<file path="src/rsa_pkg.sv">
// Shared types and constants for the exponent pair search.
`timescale 1ns / 1ps
package rsa_pkg;
	localparam int WordBitsDef = 64;
	localparam int CandCountDef = 9;
	localparam int TableSize = 9;

	localparam logic [1:0] ST_FOUND = 2'd0;
	localparam logic [1:0] ST_SMALL = 2'd1;
	localparam logic [1:0] ST_NONE  = 2'd2;

	function automatic logic [16:0] exp_table(input logic [3:0] idx);
		logic [16:0] v;
		case (idx)
			4'd0: v = 17'd3;
			4'd1: v = 17'd5;
			4'd2: v = 17'd7;
			4'd3: v = 17'd11;
			4'd4: v = 17'd13;
			4'd5: v = 17'd17;
			4'd6: v = 17'd19;
			4'd7: v = 17'd257;
			default: v = 17'd65537;
		endcase
		return v;
	endfunction

	// datapath commands
	typedef enum logic [3:0] {
		CMD_NONE, CMD_LOAD, CMD_CAND, CMD_DIV, CMD_QMUL, CMD_STEP, CMD_MUL, CMD_MOD,
		CMD_BITS
	} cmd_t;

	typedef struct packed {
		logic phi_lt_e;
		logic div_done;
		logic mul_done;
		logic rem_zero;
		logic accept;
		logic bits_done;
	} dp_status_t;
endpackage

</file>
<file path="src/rsa_divider.sv">
// Restoring divider, one quotient bit per cycle.
`timescale 1ns / 1ps
module rsa_divider import rsa_pkg::*; #(
	parameter int WordBits = WordBitsDef
) (
	input  logic                clk,
	input  logic                arst_n,
	input  logic                start,
	input  logic [WordBits-1:0] dividend,
	input  logic [WordBits-1:0] divisor,
	output logic                done,
	output logic [WordBits-1:0] quotient,
	output logic [WordBits-1:0] remainder
);
	localparam int CntW = $clog2(WordBits + 1);
	logic [WordBits-1:0] quo_q, rem_q, dvs_q;
	logic [CntW-1:0] cnt_q;
	logic busy_q;
	logic [WordBits:0] trial;

	assign trial = {rem_q, quo_q[WordBits-1]} - {1'b0, dvs_q};

	always_ff @(posedge clk or negedge arst_n) begin
		if (!arst_n) begin
			busy_q <= 1'b0;
			done <= 1'b0;
			cnt_q <= '0;
		end else begin
			done <= 1'b0;
			if (start) begin
				busy_q <= 1'b1;
				cnt_q <= CntW'(WordBits);
			end else if (busy_q) begin
				cnt_q <= cnt_q - 1'b1;
				if (cnt_q == CntW'(1)) begin
					busy_q <= 1'b0;
					done <= 1'b1;
				end
			end
		end
	end

	always_ff @(posedge clk) begin
		if (start) begin
			quo_q <= dividend;
			rem_q <= '0;
			dvs_q <= divisor;
		end else if (busy_q) begin
			if (!trial[WordBits]) begin
				rem_q <= trial[WordBits-1:0];
				quo_q <= {quo_q[WordBits-2:0], 1'b1};
			end else begin
				rem_q <= {rem_q[WordBits-2:0], quo_q[WordBits-1]};
				quo_q <= {quo_q[WordBits-2:0], 1'b0};
			end
		end
	end

	assign quotient = quo_q;
	assign remainder = rem_q;
endmodule

</file>
<file path="src/rsa_datapath.sv">
// Euclid registers, multiplier check and bit length counting.
`timescale 1ns / 1ps
module rsa_datapath import rsa_pkg::*; #(
	parameter int WordBits = WordBitsDef
) (
	input  logic                clk,
	input  logic                arst_n,
	input  cmd_t                cmd,
	input  logic [3:0]          cand_idx,
	input  logic [63:0]         phi_in,
	output dp_status_t          stat,
	output logic [16:0]         e_out,
	output logic [WordBits-1:0] d_out,
	output logic [4:0]          e_bits,
	output logic [6:0]          d_bits
);
	localparam int Digits = (WordBits + 15) / 16;
	localparam int MCntW = $clog2(Digits + 1);
	logic [WordBits-1:0] phi_q, a_q, b_q, s0_q, s1_q;
	logic [16:0] e_q;
	logic [WordBits-1:0] e_w, quo, rem, div_a, div_b;
	logic div_start;
	logic [WordBits-1:0] bshift_q;
	logic [6:0] bcnt_q;
	// multiplier over 16-bit digits of the second operand, low word kept
	logic [WordBits-1:0] mx_q, my_q, macc_q, mul_x, mul_y;
	logic [MCntW-1:0] mcnt_q;
	logic mbusy_q, mdone_q, mul_start;
	logic [WordBits+15:0] mpart;

	assign e_w = WordBits'(e_q);

	always_comb begin
		div_start = (cmd == CMD_DIV) || (cmd == CMD_MOD);
		div_a = (cmd == CMD_MOD) ? macc_q : a_q;
		div_b = (cmd == CMD_MOD) ? phi_q : b_q;
		mul_start = (cmd == CMD_QMUL) || (cmd == CMD_MUL);
		mul_x = (cmd == CMD_MUL) ? s0_q : s1_q;
		mul_y = (cmd == CMD_MUL) ? e_w : quo;
	end

	rsa_divider #(.WordBits(WordBits)) u_div (
		.clk(clk), .arst_n(arst_n), .start(div_start),
		.dividend(div_a), .divisor(div_b),
		.done(stat.div_done), .quotient(quo), .remainder(rem)
	);

	assign mpart = {16'd0, mx_q} * {{WordBits{1'b0}}, my_q[15:0]};

	always_ff @(posedge clk or negedge arst_n) begin
		if (!arst_n) begin
			mbusy_q <= 1'b0;
			mdone_q <= 1'b0;
			mcnt_q <= '0;
		end else begin
			mdone_q <= 1'b0;
			if (mul_start) begin
				mbusy_q <= 1'b1;
				mcnt_q <= MCntW'(Digits);
			end else if (mbusy_q) begin
				mcnt_q <= mcnt_q - 1'b1;
				if (mcnt_q == MCntW'(1)) begin
					mbusy_q <= 1'b0;
					mdone_q <= 1'b1;
				end
			end
		end
	end

	always_ff @(posedge clk) begin
		if (mul_start) begin
			mx_q <= mul_x;
			my_q <= mul_y;
			macc_q <= '0;
		end else if (mbusy_q) begin
			macc_q <= macc_q + mpart[WordBits-1:0];
			mx_q <= mx_q << 16;
			my_q <= my_q >> 16;
		end
	end

	always_ff @(posedge clk) begin
		unique case (cmd)
			CMD_LOAD: phi_q <= phi_in[WordBits-1:0];
			CMD_CAND: begin
				e_q <= exp_table(cand_idx);
				a_q <= phi_q;
				b_q <= WordBits'(exp_table(cand_idx));
				s0_q <= '0;
				s1_q <= WordBits'(1);
			end
			CMD_STEP: begin
				a_q <= b_q;
				b_q <= rem;
				s0_q <= s1_q;
				// product holds quotient times s1, wrapped
				s1_q <= s0_q - macc_q;
			end
			CMD_BITS: begin
				bshift_q <= s0_q;
				bcnt_q <= '0;
			end
			default: begin
				if (bshift_q != '0) begin
					bshift_q <= bshift_q >> 1;
					bcnt_q <= bcnt_q + 1'b1;
				end
			end
		endcase
	end

	// after the last CMD_STEP (remainder zero), a_q is gcd and s0_q the coefficient
	assign stat.phi_lt_e = phi_q < e_w;
	assign stat.mul_done = mdone_q;
	assign stat.rem_zero = rem == '0;
	assign stat.accept = (a_q == WordBits'(1)) && (e_w < phi_q) &&
		(rem == WordBits'(1)) && (s0_q != e_w);
	assign stat.bits_done = bshift_q == '0;

	assign e_out = e_q;
	assign d_out = s0_q;
	assign d_bits = bcnt_q;
	always_comb begin
		e_bits = 5'd0;
		for (int i = 0; i < 17; i++)
			if (e_q[i]) e_bits = 5'(i + 1);
	end
endmodule

</file>
<file path="src/rsa_ctrl.sv">
// Sequencer over candidates and Euclid steps, with the output register.
`timescale 1ns / 1ps
module rsa_ctrl import rsa_pkg::*; #(
	parameter int WordBits = WordBitsDef,
	parameter int CandCount = CandCountDef
) (
	input  logic                clk,
	input  logic                arst_n,
	input  logic                in_valid,
	output logic                in_ready,
	input  logic                out_ready,
	output logic                out_valid,
	output logic [95:0]         out_data,
	output cmd_t                cmd,
	output logic [3:0]          cand_idx,
	input  dp_status_t          stat,
	input  logic [16:0]         e_val,
	input  logic [WordBits-1:0] d_val,
	input  logic [4:0]          e_bits,
	input  logic [6:0]          d_bits
);
	typedef enum logic [3:0] {
		S_IDLE, S_CAND, S_CHECK, S_DIVW, S_QMULW, S_MULW, S_PRODW, S_MODW, S_BITW,
		S_OUT
	} state_t;
	state_t state_q;
	logic [3:0] idx_q;
	logic div_pend_q;

	assign in_ready = (state_q == S_IDLE);
	assign cand_idx = idx_q;

	always_comb begin
		cmd = CMD_NONE;
		unique case (state_q)
			S_IDLE: if (in_valid) cmd = CMD_LOAD;
			S_CAND: cmd = CMD_CAND;
			S_CHECK: if (!stat.phi_lt_e) cmd = CMD_DIV;
			S_DIVW: begin
				if (stat.div_done) cmd = CMD_QMUL;
				else if (div_pend_q) cmd = CMD_DIV;
			end
			S_QMULW: if (stat.mul_done) cmd = CMD_STEP;
			S_MULW: cmd = CMD_MUL;
			S_PRODW: if (stat.mul_done) cmd = CMD_MOD;
			S_MODW: if (stat.div_done && stat.accept) cmd = CMD_BITS;
			default: cmd = CMD_NONE;
		endcase
	end

	always_ff @(posedge clk or negedge arst_n) begin
		if (!arst_n) begin
			state_q <= S_IDLE;
			idx_q <= '0;
			out_valid <= 1'b0;
			out_data <= '0;
			div_pend_q <= 1'b0;
		end else begin
			div_pend_q <= 1'b0;
			unique case (state_q)
				S_IDLE: if (in_valid) begin
					idx_q <= '0;
					state_q <= S_CAND;
				end
				S_CAND: state_q <= S_CHECK;
				S_CHECK: begin
					if (stat.phi_lt_e) begin
						out_data <= {32'd0, 64'd0} | 96'(ST_SMALL);
						out_valid <= 1'b1;
						state_q <= S_OUT;
					end else state_q <= S_DIVW;
				end
				S_DIVW: if (stat.div_done) state_q <= S_QMULW;
				S_QMULW: if (stat.mul_done) begin
					// remainder zero ends the run; step already taken
					if (stat.rem_zero) state_q <= S_MULW;
					else begin
						div_pend_q <= 1'b1;
						state_q <= S_DIVW;
					end
				end
				S_MULW: state_q <= S_PRODW;
				S_PRODW: if (stat.mul_done) state_q <= S_MODW;
				S_MODW: if (stat.div_done) begin
					if (stat.accept) state_q <= S_BITW;
					else if (idx_q == 4'(CandCount - 1)) begin
						out_data <= 96'(ST_NONE);
						out_valid <= 1'b1;
						state_q <= S_OUT;
					end else begin
						idx_q <= idx_q + 1'b1;
						state_q <= S_CAND;
					end
				end
				S_BITW: if (stat.bits_done) begin
					out_data <= {1'b0, d_bits, e_bits, 64'(d_val), e_val, ST_FOUND};
					out_valid <= 1'b1;
					state_q <= S_OUT;
				end
				S_OUT: if (out_ready) begin
					out_valid <= 1'b0;
					state_q <= S_IDLE;
				end
				default: state_q <= S_IDLE;
			endcase
		end
	end

	assert property (@(posedge clk) disable iff (!arst_n)
		out_valid |-> state_q == S_OUT) else $error("valid outside output state");
	assert property (@(posedge clk) disable iff (!arst_n)
		in_ready |-> !out_valid) else $error("input taken while result pending");
	assert property (@(posedge clk) disable iff (!arst_n)
		idx_q <= 4'(CandCount - 1)) else $error("candidate index out of range");
endmodule

</file>
<file path="src/rsa_exponent_pair_search.sv">
// Top level of the RSA exponent pair search.
//  channel | dir | contents
//  s_axis  | in  | tdata[63:0] phi_value
//  m_axis  | out | tdata status, public_exponent, private_exponent, bit lengths
// One item at a time. Each Euclid step runs the bit-serial divider, then a multiply
// over 16-bit digits; the mod-phi check per candidate runs a multiply, then the divider.
// An accepted candidate ends with the bit length count. Reset clears control state
// and the output register only. The result waits in the output register and
// the input stays blocked until it is taken.
`timescale 1ns / 1ps
module rsa_exponent_pair_search import rsa_pkg::*; #(
	parameter int WordBits = WordBitsDef,
	parameter int CandCount = CandCountDef
) (
	input  logic        clk,
	input  logic        arst_n,
	input  logic        s_axis_tvalid,
	output logic        s_axis_tready,
	input  logic [63:0] s_axis_tdata,  // phi_value
	output logic        m_axis_tvalid,
	input  logic        m_axis_tready,
	// status[1:0], public_exponent[18:2], private_exponent[82:19],
	// public_bits[87:83], private_bits[94:88], zero [95]
	output logic [95:0] m_axis_tdata
);
	cmd_t cmd;
	logic [3:0] cand_idx;
	dp_status_t stat;
	logic [16:0] e_val;
	logic [WordBits-1:0] d_val;
	logic [4:0] e_bits;
	logic [6:0] d_bits;

	rsa_datapath #(.WordBits(WordBits)) u_dp (
		.clk(clk), .arst_n(arst_n), .cmd(cmd), .cand_idx(cand_idx),
		.phi_in(s_axis_tdata), .stat(stat), .e_out(e_val), .d_out(d_val),
		.e_bits(e_bits), .d_bits(d_bits)
	);

	rsa_ctrl #(.WordBits(WordBits), .CandCount(CandCount)) u_ctrl (
		.clk(clk), .arst_n(arst_n), .in_valid(s_axis_tvalid),
		.in_ready(s_axis_tready), .out_ready(m_axis_tready),
		.out_valid(m_axis_tvalid), .out_data(m_axis_tdata), .cmd(cmd),
		.cand_idx(cand_idx), .stat(stat), .e_val(e_val), .d_val(d_val),
		.e_bits(e_bits), .d_bits(d_bits)
	);
endmodule
</file>
<file path="config.mk">
export PLATFORM = sky130hd
export DESIGN_NAME = rsa_exponent_pair_search
export DESIGN_NICKNAME = d
export VERILOG_FILES = /design/src/rsa_pkg.sv /design/src/rsa_divider.sv /design/src/rsa_datapath.sv /design/src/rsa_ctrl.sv /design/src/rsa_exponent_pair_search.sv
export SDC_FILE = /design/constraint.sdc
export NUM_CORES = 2
export LEC_CHECK = 0
export ABC_AREA = 1
export BUFFER_PORTS_ARGS = -buffer_cell sky130_fd_sc_hd__buf_2
export CAP_MARGIN = 20
export CORE_MARGIN = 1
export CORE_UTILIZATION = 56
export DETAILED_ROUTE_END_ITERATION = 7
export MAX_ROUTING_LAYER = met4
export PLACE_DENSITY = 0.7
export SYNTH_ARGS = -nofsm -noshare
export SYNTH_HDL_FRONTEND = slang
export SYNTH_SLANG_ARGS = --single-unit
export TNS_END_PERCENT = 5
</file>
<file path="constraint.sdc">
create_clock -name clk -period 13.7 [get_ports clk]
set_input_delay 0 -clock clk [delete_from_list [all_inputs] [get_ports clk]]
set_output_delay 0 -clock clk [all_outputs]
set_load 0.02 [all_outputs]
</file>
==> flow_metrics.py <==
metrics = {
    "clocking": {
        "cts_tree": "built",
        "cts-buffers-inserted": 99,
        "clk_latency_ns": 0.75,
        "cts_buffer_depth": 3,
        "hold_buffers": 133,
        "h-tree-depth": 3,
        "cts_resized": 0,
        "cts_setup_buffers": 0,
        "path_clk_slew_ns": 0.07,
        "cts_root_buffer": "clkbuf_16",
        "clock-sinks": 889,
    },
    "timing": {
        "max_slew_margin_pct": 16.7,
        "period_needed_ns": 7.59,
        "report.final.slew_viol_count": 0,
        "hold_violations": 0,
        "max_slew.worst_pin.slew_ns": 1.25,
        "rsz0062_at_grt": "no",
        "tns_ns": 0,
        "finClkSkew_ns": 0.0674,
        "finalSetupViolCount": 0,
        "fmax_mhz": 132,
        "fin_crit_sh_pct": 55.4,
    },
    "detailed_routing": {
        "viasPerCell": 5.71,
        "drt-initial-drc-count": 7543,
        "antenna_left": 0,
        "routed_wl_um": 285000,
        "drc": 3,
        "vias": 69500,
        "firstDrtPassIters": 8,
        "routedWlPerCell_um": 23.4,
    },
    "grt": {
        "grt_pass1_wl_um": 425000,
        "grt_max_degree": 137,
        "grt_pass1_vias": 69300,
        "grt.total_usage_pct": 41.5,
        "overflow": 0,
        "grt_antenna_before_repair": 7,
    },
    "critical_path": {
        "arrival_ns": 8.25,
        "cp-start-kind": "flop",
        "slowest_stage": "o21ai_0",
        "reg2reg_from": "u_dp.my_q[1]",
        "endpoint": "u_dp.macc_q[42]",
        "cp_slowest_stage_delay_ns": 0.73,
        "endpoint_kind": "flop",
        "ff2ff_setup_slack_ns": 6.11,
        "reg2reg_depth": 24,
        "r2r_end": "u_dp.macc_q[42]",
        "path_class": "flop to flop",
        "cp_max_fo": 37,
        "crit_start": "u_dp.my_q[1]",
        "cp.required_ns": 14.36,
        "path_cells": "buf_4, buf_4, nand2_1, fa_1, inv_1, fa_1, inv_1, fa_1, inv_1, fa_1, fa_1, inv_1, fa_1, inv_1, ha_1, a21oi_1, o21ai_0, a21oi_1, nor2_1, nor2_1, nand3_1, xor2_1, o21ai_0, inv_1",
    },
    "synthesis": {
        "synthTopCellsByArea": "edfxtp_1 (25%), fa_1 (21%), nand2_1 (13%)",
        "yosysTopAreaCell": "edfxtp_1",
        "ys_seq_elements": 889,
        "synthCells": 10100,
        "synth_ff_type": "edfxtp_1",
        "synth_area_um2": 78900,
        "async_flop_share_pct": 12.1,
        "synth_edf_count": 653,
        "synth_top_area_share_pct": 24.9,
        "syn_area_per_cell_um2": 7.78,
        "synth_most_common_cell": "nand2_1",
        "yosys-top-cells-count": "nand2_1 (2,729), inv_1 (2,245), nor2_1 (908)",
        "synth.distinct_cells": 58,
        "yosys_warnings": 0,
        "synth-seq-area-share_pct": 31.5,
    },
    "place": {
        "placed_area_um2": 81000,
        "port_buffers": 154,
        "gp_congestion": 1.05,
        "post-dp-hpwl_um": 220000,
    },
    "flow_run": {
        "cap_violations": 0,
    },
    "floorplan": {
        "dieHeight_um": 377,
        "ios": 166,
        "fp.dieW_um": 377,
        "rows": 137,
        "core-area_um2": 140000,
        "start_util_pct": 56.5,
        "die_area_um2": 142000,
    },
    "status": {
        "status": "complete, but fails checks",
        "violations": "design-rule violations",
    },
    "layout": {
        "finalInstanceArea_um2": 85700,
        "syn2layout_area_growth_pct": 8.69,
        "nets": 11300,
        "final_util_pct": 61.4,
        "drive_gt1_share_pct": 4.37,
    },
    "hold_path": {
        "worstHoldPathType": "input port to async pin",
    },
}
-- layout make-up --
cell class / instances / area, um2
repair buffers: 381 / 2870
diodes: 7 / 17.5
inverters: 2252 / 8460
clock buffers: 131 / 2660
clock inverters: 56 / 657
flip-flops and latches: 889 / 24900
multi-input cells: 6572 / 43800
fillers: 12500 / 53800
well taps: 1876 / 2350
-- metrics by stage --
stage	hold slack, ns	std cells	setup WS (ns)
after floorplan	-0.296	10100	6.10
after detailed placement	0.00122	11800	6.31
after global placement	-0.00429	11800	6.23
after global routing	0.359	12200	5.89
after CTS	0.294	12200	6.25
final	0.372	12200	6.11
-- worst min path at each step --
| stage | from | to | cells after the start |
|---|---|---|---|
| final | arst_n | u_dp.mdone_q | 4 |
| after global placement | arst_n | u_ctrl.out_data[2] | 1 |
| after CTS | arst_n | u_ctrl.div_pend_q | 4 |
| after global routing | arst_n | u_ctrl.div_pend_q | 4 |
| after floorplan | arst_n | u_ctrl.cand_idx[0] | 0 |
| after detailed placement | arst_n | u_ctrl.div_pend_q | 1 |
-- critical path, delay by kind of cell (launching register included) --
| kind | cells | cell delay [ns] |
|---|---|---|
| buffers and inverters | 8 | 1.24 |
| AND/OR/NAND/NOR | 4 | 0.69 |
| adder cells (fa/ha/maj) | 7 | 3.48 |
| AO/OA/AOI/OAI | 4 | 1.20 |
| flip-flops | 1 | 0.34 |
| XOR/XNOR | 1 | 0.49 |
-- placed cells by master, fill, tap and decap left out, types with 128 or more instances in the layout --
master / Yosys / layout
dlygate4sd3_1: 0 / 132
dfxtp_1: 128 / 128
fa_1: 816 / 816
o21ai_0: 515 / 515
nor2_1: 908 / 906
nand4_1: 166 / 166
edfxtp_1: 653 / 653
a21oi_1: 381 / 380
nand2_1: 2729 / 2724
inv_1: 2245 / 2240
ha_1: 243 / 243
nand3_1: 286 / 285
buf_2: 53 / 153
-- kinds of logic (layout without fill, tap and decap cells) --
group / after synthesis / count (layout) / share of synthesized area, %
flops: 889 / 889 / 31.5
simple gates: 4256 / 4256 / 21.8
other cells: 1 / 18 / 0.00476
compound gates: 1171 / 1171 / 8.27
buf+inv: 2688 / 2820 / 13.0
fa+ha+maj: 1059 / 1059 / 24.6
xor+xnor: 75 / 75 / 0.833
-- flip-flops by register name, indices dropped and copies added, names as in the netlist, 6 cells and up --
name and flops:
u_ctrl.out_data 84, u_dp.a_q 64, u_dp.b_q 64, u_dp.bshift_q 64, u_dp.d_bits 7, u_dp.d_out 64
u_dp.e_out 6, u_dp.macc_q 64, u_dp.mx_q 64, u_dp.my_q 64, u_dp.phi_q 64, u_dp.s1_q 64
u_dp.u_div.cnt_q 7, u_dp.u_div.dvs_q 64, u_dp.u_div.quotient 64, u_dp.u_div.remainder 64
-- metal layers --
layer / wire length [um] / part of all wire (%) / vias up / global-route usage [%]
li1: - / - / 31200 / -
met1: 109000 / 38 / 34000 / 51.4
met2: 129000 / 45 / 3611 / 63.0
met3: 26200 / 9.2 / 782 / 7.77
met4: 21000 / 7.4 / 0 / 26.0
met5: 0 / 0 / - / -
Power is not shown: default switching activity piles up to over one toggle a cycle in this logic, so the estimate is an artifact.
